**src/rtl/core/aabbt_pkg.sv**
```systemverilog
`timescale 1ns / 1ps

package aabbt_pkg;

  // number of box corners, one cell each
  localparam int NUM_CORNERS = 8;
  localparam int NUM_AXES    = 3;
  localparam int COORD_W     = 32;
  localparam int CFG_DATA_W  = 64;
  localparam int CFG_IDX_W   = 3;
  localparam int NUM_REGS    = 6;

  // full-precision widths of one coordinate computation
  localparam int PROD_W = 2 * COORD_W;
  localparam int SUM_W  = PROD_W + 2;
  localparam int TOT_W  = SUM_W - 16 + 1;

  // register reset values, identity matrix
  localparam logic [CFG_DATA_W-1:0] RST_ROW0_COLS01 = 64'h0000_0000_0001_0000;
  localparam logic [CFG_DATA_W-1:0] RST_ROW0_COLS23 = 64'h0000_0000_0000_0000;
  localparam logic [CFG_DATA_W-1:0] RST_ROW1_COLS01 = 64'h0001_0000_0000_0000;
  localparam logic [CFG_DATA_W-1:0] RST_ROW1_COLS23 = 64'h0000_0000_0000_0000;
  localparam logic [CFG_DATA_W-1:0] RST_ROW2_COLS01 = 64'h0000_0000_0000_0000;
  localparam logic [CFG_DATA_W-1:0] RST_ROW2_COLS23 = 64'h0000_0000_0001_0000;

  typedef enum logic [CFG_IDX_W-1:0] {
    REG_ROW0_COLS01 = 3'd0,
    REG_ROW0_COLS23 = 3'd1,
    REG_ROW1_COLS01 = 3'd2,
    REG_ROW1_COLS23 = 3'd3,
    REG_ROW2_COLS01 = 3'd4,
    REG_ROW2_COLS23 = 3'd5
  } cfg_reg_e;

  typedef logic signed [COORD_W-1:0] coord_t;

  // one matrix row: cols 0..2 and translation in col 3
  typedef coord_t [3:0] mrow_t;
  typedef mrow_t [NUM_AXES-1:0] matrix_t;

  typedef struct packed {
    coord_t min_x;
    coord_t min_y;
    coord_t min_z;
    coord_t max_x;
    coord_t max_y;
    coord_t max_z;
  } box_t;

  typedef struct packed {
    coord_t out_min_x;
    coord_t out_min_y;
    coord_t out_min_z;
    coord_t out_max_x;
    coord_t out_max_y;
    coord_t out_max_z;
    logic   saturated;
  } result_t;

  // running min / max carried along the chain
  typedef struct packed {
    coord_t [NUM_AXES-1:0] mn;
    coord_t [NUM_AXES-1:0] mx;
    logic                  sat;
  } acc_t;

  // what one cell hands to the next
  typedef struct packed {
    box_t box;
    acc_t acc;
  } link_t;

endpackage

```
**src/rtl/core/aabbt_regs.sv**
```systemverilog
`timescale 1ns / 1ps

module aabbt_regs (
  input  logic                             clk,
  input  logic                             rst,
  input  logic                             cfg_we,
  input  logic [aabbt_pkg::CFG_IDX_W-1:0]  cfg_index,
  input  logic [aabbt_pkg::CFG_DATA_W-1:0] cfg_wdata,
  output aabbt_pkg::matrix_t               mat
);
  import aabbt_pkg::*;

  logic [NUM_REGS-1:0][CFG_DATA_W-1:0] regs;

  // register write, out-of-range indexes dropped
  always_ff @(posedge clk) begin
    if (rst) begin
      regs[REG_ROW0_COLS01] <= RST_ROW0_COLS01;
      regs[REG_ROW0_COLS23] <= RST_ROW0_COLS23;
      regs[REG_ROW1_COLS01] <= RST_ROW1_COLS01;
      regs[REG_ROW1_COLS23] <= RST_ROW1_COLS23;
      regs[REG_ROW2_COLS01] <= RST_ROW2_COLS01;
      regs[REG_ROW2_COLS23] <= RST_ROW2_COLS23;
    end else if (cfg_we) begin
      unique case (cfg_reg_e'(cfg_index))
        REG_ROW0_COLS01: regs[REG_ROW0_COLS01] <= cfg_wdata;
        REG_ROW0_COLS23: regs[REG_ROW0_COLS23] <= cfg_wdata;
        REG_ROW1_COLS01: regs[REG_ROW1_COLS01] <= cfg_wdata;
        REG_ROW1_COLS23: regs[REG_ROW1_COLS23] <= cfg_wdata;
        REG_ROW2_COLS01: regs[REG_ROW2_COLS01] <= cfg_wdata;
        REG_ROW2_COLS23: regs[REG_ROW2_COLS23] <= cfg_wdata;
        default: ;
      endcase
    end
  end

  // unpack the two q16.16 halves of each register
  always_comb begin
    for (int r = 0; r < NUM_AXES; r++) begin
      mat[r][0] = coord_t'(regs[2*r][COORD_W-1:0]);
      mat[r][1] = coord_t'(regs[2*r][CFG_DATA_W-1:COORD_W]);
      mat[r][2] = coord_t'(regs[2*r+1][COORD_W-1:0]);
      mat[r][3] = coord_t'(regs[2*r+1][CFG_DATA_W-1:COORD_W]);
    end
  end

endmodule

```
**config.mk**
```make
export PLATFORM = sky130hd
export DESIGN_NAME = aabbt_regs
export DESIGN_NICKNAME = d
export VERILOG_FILES = /design/src/rtl/core/aabbt_pkg.sv /design/src/rtl/core/aabbt_regs.sv
export SDC_FILE = /design/constraint.sdc
export NUM_CORES = 1
export LEC_CHECK = 0
export ABC_AREA = 1
export ABC_CLOCK_PERIOD_IN_PS = 1800
export BUFFER_PORTS_ARGS = -buffer_cell sky130_fd_sc_hd__buf_2
export CORE_MARGIN = 2
export CORE_UTILIZATION = 35
export DETAILED_ROUTE_END_ITERATION = 12
export SLEW_MARGIN = 20
export SYNTH_ARGS = -nofsm -noshare
export SYNTH_HDL_FRONTEND = slang
export SYNTH_SLANG_ARGS = --single-unit
```
**constraint.sdc**
```tcl
create_clock -name clk -period 1.8 [get_ports clk]
set_clock_uncertainty 0.15 [all_clocks]
set_input_delay 0.09 -clock clk [delete_from_list [all_inputs] [get_ports clk]]
set_output_delay 0.09 -clock clk [all_outputs]
set_load 0.005 [all_outputs]
```
== Word level (Yosys, flattened, before mapping) ==
Index checks and enable logic that the tools add are counted.
Cells by class
  div/mod/pow operators: 0
  $mul: 0
  $add $sub $neg: 0
  eq/ne operators: 5
  $lt $le $gt $ge: 0
  shift operators: 0
  reduce and logical (&&, ||, !) cells: 7
  bitwise logic cells: 0
  muxes and demuxes: 0
Operator list (count)
  2-bit AND reduction: 6
  3-bit by 2-bit == test with 1-bit output, second input constant: 2
  3-bit == test, second input constant: 2
  3-bit by 1-bit == test with 1-bit output, second input constant: 1
  3-bit zero test: 1
Storage, ports and cells
  input bits: 70
  latch bits: 0
  ROM bits: 0
  bits in writable memories: 0
  word-level logic and storage cells: 18
  bits in registers: 384
  memories: 0
  output and inout port bits: 384

== Depth between registers and ports, before layout ==
  depth after elaboration: 2
  mapped depth: 7
  gate-level depth less buffers: 5

== Worst setup path after synthesis ==
No wires, ideal clock.
  kind: input -> register
  from: input cfg_index[1] in the netlist's numbering
  to: register regs (netlist bit mat[353])
  setup slack: 615 ps
  arrival time: 923 ps
  library setup time: 113 ps
  data required time: 1537 ps
  stages on the path: 7
  buffers on the path: 3
  cells stage by stage: clkbuf_2 -> nor2_4 -> buf_4 -> buf_2 -> nand3_1 -> nand2_1 -> nor2_1
Between the ends
  longest elaborated chain between the ends: 2
Ends and longest elaborated chain
  start: declaration: line aabbt_regs.sv:7  | input logic [aabbt_pkg::CFG_IDX_W-1:0] cfg_index,
  3-bit == test: line aabbt_regs.sv:25  | unique case (cfg_reg_e'(cfg_index))
  2-bit AND reduction (no line)
  end signal: indexed assignment: line aabbt_regs.sv:26  | REG_ROW0_COLS01: regs[REG_ROW0_COLS01] <= cfg_wdata;
  end signal: indexed assignment: line aabbt_regs.sv:27  | REG_ROW0_COLS23: regs[REG_ROW0_COLS23] <= cfg_wdata;
  end signal: indexed assignment: line aabbt_regs.sv:28  | REG_ROW1_COLS01: regs[REG_ROW1_COLS01] <= cfg_wdata;
  end: declaration: line aabbt_regs.sv:13  | logic [NUM_REGS-1:0][CFG_DATA_W-1:0] regs;
No other way between the ends.
A chain may end at the register's enable or synchronous reset.

== Final worst setup path ==
  from: input cfg_index[1] in the netlist's numbering
  to: register regs (netlist bit mat[163])
Between the ends
  longest elaborated chain between the ends: 2
Ends and longest elaborated chain (line)
  3-bit by 2-bit == test with 1-bit output: aabbt_regs.sv:25
  2-bit AND reduction (no line)
No other way between the ends.

==> impl.org <==
** Floorplanning
- Initial core utilization :: 0.353
- FP Rows :: 76
- I/O pins :: about 450
- The floorplan step defined a core boundary enclosing 43000 um^2.
- Overall die area :: 45100 um^2
- Die Span X :: 212 um
- The die is 212 um tall.

** Flow run
- The tool flagged a number of max-cap violations equal to 0.

** GRT
- The total overflow left after global routing is 0.
- Antenna violations before repair :: 1
- Vias in the first global route :: roughly 14000
- The first global-routing pass estimated 81200 um of wire.
- Largest net degree at the start of global routing :: 94
- In the global route stage, overall resource usage came out at 0.230.

** Place
- Worst setup slack before clock tree synthesis :: approximately 0.33 ns
- Count of port buffers added during placement :: 453
- Summed over all nets, the half-perimeter wirelength after detailed placement is ~34000 um.
- Including well taps, the total number of placed cells is between 3000 and 4000.
- Routability-driven placement finished with a final weighted congestion of 0.824.

** Final layout
- The layout has between 4000 and 5000 filler cells.
- In the layout the commonest cells are nor2_1 (762), buf_2 (453), nand2_1 (392), nand3_1 (384), dfxtp_1 (384).
- Most common cell after layout, fill and taps aside :: nor2_1
- Final #Nets :: 2684
- The register with the most flip-flops in the layout has 384 of them.
- Fraction of final layout cells with drive strength greater than 1 :: 0.219
- Relative to the synthesized area, the layout overhead comes to 32.5%.
- Once layout is complete, the cells apart from fillers number roughly 3200.

** STA
- Post-Route Setup TNS :: 0 ns
- Setup repair after global routing left no endpoint under its margin.
- Fraction of the cycle the final worst path needs :: 0.813
- Final slew viol count :: 0
- The worst pin sits at a relative slew slack of 0.650.
- FMAX :: 0.683 GHz
- Counting I/O delays and the setup requirement, the final critical path takes 1.46 ns.
- Final count of negative-setup-slack endpoints :: 0
- The final count of hold timing violations is 0.
- Setup slack on the critical path of the routed design comes to about 0.34 ns.
- Actual transition at the worst max-transition pin :: 0.523 ns

** CTS
- No sink is reached through more buffers than the 3 on the longest clock path.
- Worst-Skew Late Latency :: 0.56 ns
- TritonCTS clock tree :: yes
- The clock tree synthesis step divided the H-tree into 2 levels.
- Hold bufs inserted after CTS :: 72
- Post-CTS clock slew at the launch and capture registers of the worst setup and hold paths :: 0.06 ns
- Total clock buffers created by CTS :: between 40 and 50
- The tree is rooted in a clkbuf_16.
- Sink count of the clock tree :: around 380
- # resized after CTS :: 0
- Setup Fix Bufs, Post-CTS :: 0

** Power and ir drop
- For this design the ratio of total power to cell area is 1000 nW/um^2.
- For this design the static power due to leakage is a little under 10 nW.
- Overall power consumption after layout is estimated at a little over 20 mW.
- VDD sags by at most between 0.0005 and 0.0006 V.

** Yosys
- Of the total synthesized cell area, the portion taken by full adders, half adders and majority gates is 0.
- Post-Synth Simple-Gate Area :: 0.419
- Sequential fraction of the synthesis area :: 0.506
- Total nets after synthesis :: ~2200
- Synthesis inferred 384 register bits.
- Cell area after synthesis :: roughly 15000 um^2
- The average instance in the mapped netlist occupies 7.01 um^2.
- Share of cell area taken by muxes after synthesis :: 0
- Compound-cell area share of the yosys netlist :: 0.000330
- Synthesized instance count :: 2165
- Yosys printed 0 warnings.
- After synthesis, the netlist uses 17 different library cells.
- Xor/xnor cell area share of the yosys netlist :: 0
- Dominant combinational cell family by area after synthesis :: simple AND/OR/NAND/NOR gates

** Worst setup path
- Chain of cells forming the critical path :: buf_2, inv_2, nor2_4, buf_12, dlygate4sd3_1, nand3_1, nand2_1, nor2_1
- Total number of cells along the worst setup path :: 8
- Kind of end point of the critical path :: flop
- The endpoint identified for the worst register-to-register timing path is mat[336].
- Arrival time of data at the critical path endpoint :: 1.77 ns
- Grouping stages by cell kind, the critical path spends the most delay in buffers and inverters.
- In this run the worst setup path begins at cfg_index[1].
- Nature of the critical path startpoint :: primary input
- The worst register-to-register path begins at mat[336].
- The number of cells on the worst reg-to-reg path is 3.
- At the worst endpoint, the required time is 2.11 ns.
- The critical path contains buffers and inverters numbering 4 combined.
- Among all stages on the critical path, the largest delay is contributed by dlygate4sd3_1.
- Critical path's largest stage delay :: 0.89 ns
- FF-to-FF setup slack :: 0.51 ns
- Largest fanout on the critical path :: 10
- Critical path type :: in2reg
- The most critical setup path has its endpoint at mat[163].

** Detailed routing
- In this run the top signal layer used is met4.
- Routed length on met3 :: 4260 um
- After detailed routing, the wire length on met1 is 22300 um.
- Once detail routing completed, the nets flagged for antenna violations numbered 0.
- After detailed routing, the number of remaining DRC violations is 0.
- In the final routed layout, each cell accounts on average for about 17 um.
- Via density :: 4.79
- Total Routed Length :: 53400 um
- Number of violations reported at the end of detailed-routing iteration 0 :: 1155
- The first detailed-routing pass took 8 iterations.
- Vias after detailed routing :: between 15000 and 20000
- Wire segments on met2 add up to ~25000 um in the final route.

** Status
- Result of the run :: finished clean

** Min path
- The min-delay analysis places its worst path in the category in2reg.
[worst register-to-register path: stages (launching register included)]
cell and delay, ns:
dfxtp_1 0.32, o21ai_0 0.08, nand3_1 0.08, dlygate4sd3_1 0.55
[kinds of logic (layout without fill, tap and decap cells)]
logic type	Yosys count	in the layout
AND/OR/NAND/NOR	1550	1550
AO/OA/AOI/OAI	1	1
flip-flops	384	384
other	0	1
buffers and inverters	230	710
[routing by layer]
layer  vias up  track usage
li1       7625            -
met1      7139        0.284
met2       588        0.380
met3       114       0.0607
met4         0       0.0904
met5         -            0
[worst min path at each step]
stage / start / endpoint / slack [ns] / cells past startpoint
after floorplan: cfg_wdata[16] / mat[16] / 0.05 / 2
final: cfg_index[2] / mat[142] / 0.05 / 6
after detailed placement: cfg_wdata[48] / mat[176] / 0.18 / 3
after global placement: cfg_wdata[48] / mat[176] / 0.16 / 3
after global routing: cfg_index[2] / mat[242] / 0.07 / 7
after CTS: cfg_index[2] / mat[142] / 0.03 / 6
[per-stage QoR]
step | instance area (um^2) | hold WS (ns) | utilization
floorplan | 15200 | 0.0532 | -
global placement | 17900 | 0.159 | 0.417
detailed placement | 17900 | 0.176 | 0.417
CTS | 20100 | 0.0327 | 0.468
global route | 20100 | 0.0732 | 0.468
finish | 20100 | 0.0456 | 0.468
[synthesized netlist by cell type]
library cell,count,share of area
clkbuf_1,58,0.014
nand3_1,384,0.13
buf_1,1,0.00025
nor2_2,1,0.00041
buf_4,3,0.0015
nor2_4,7,0.0052
dfxtp_1,384,0.51
clkbuf_2,1,0.00033
o21ai_0,1,0.00033
buf_2,74,0.024
nand2_2,2,0.00082
nor2_1,764,0.19
nand2_1,392,0.097
inv_2,4,0.00099
clkinv_1,1,0.00025
inv_1,66,0.016
buf_6,22,0.016
[layout make-up]
type	instances	area, um^2	share of cell area
Sequential cell	384	7690	0.382
Multi-Input combinational cell	1551	6380	0.317
Timing Repair Buffer	563	3570	0.178
Clock buffer	56	1230	0.0610
Tap cell	585	732	0.0364
Inverter	71	277	0.0137
Clock inverter	20	235	0.0117
Antenna cell	1	2.50	0.000124
[power by group]
| part | switching [mW] | total [mW] | internal, mW |
|---|---|---|---|
| Combinational | 1.31 | 2.11 | 0.798 |
| Sequential | 0.158 | 8.96 | 8.80 |
| Clock | 3.61 | 9.12 | 5.52 |
| Total | 5.07 | 20.2 | 15.1 |
Power figures use the tool's default switching activity.
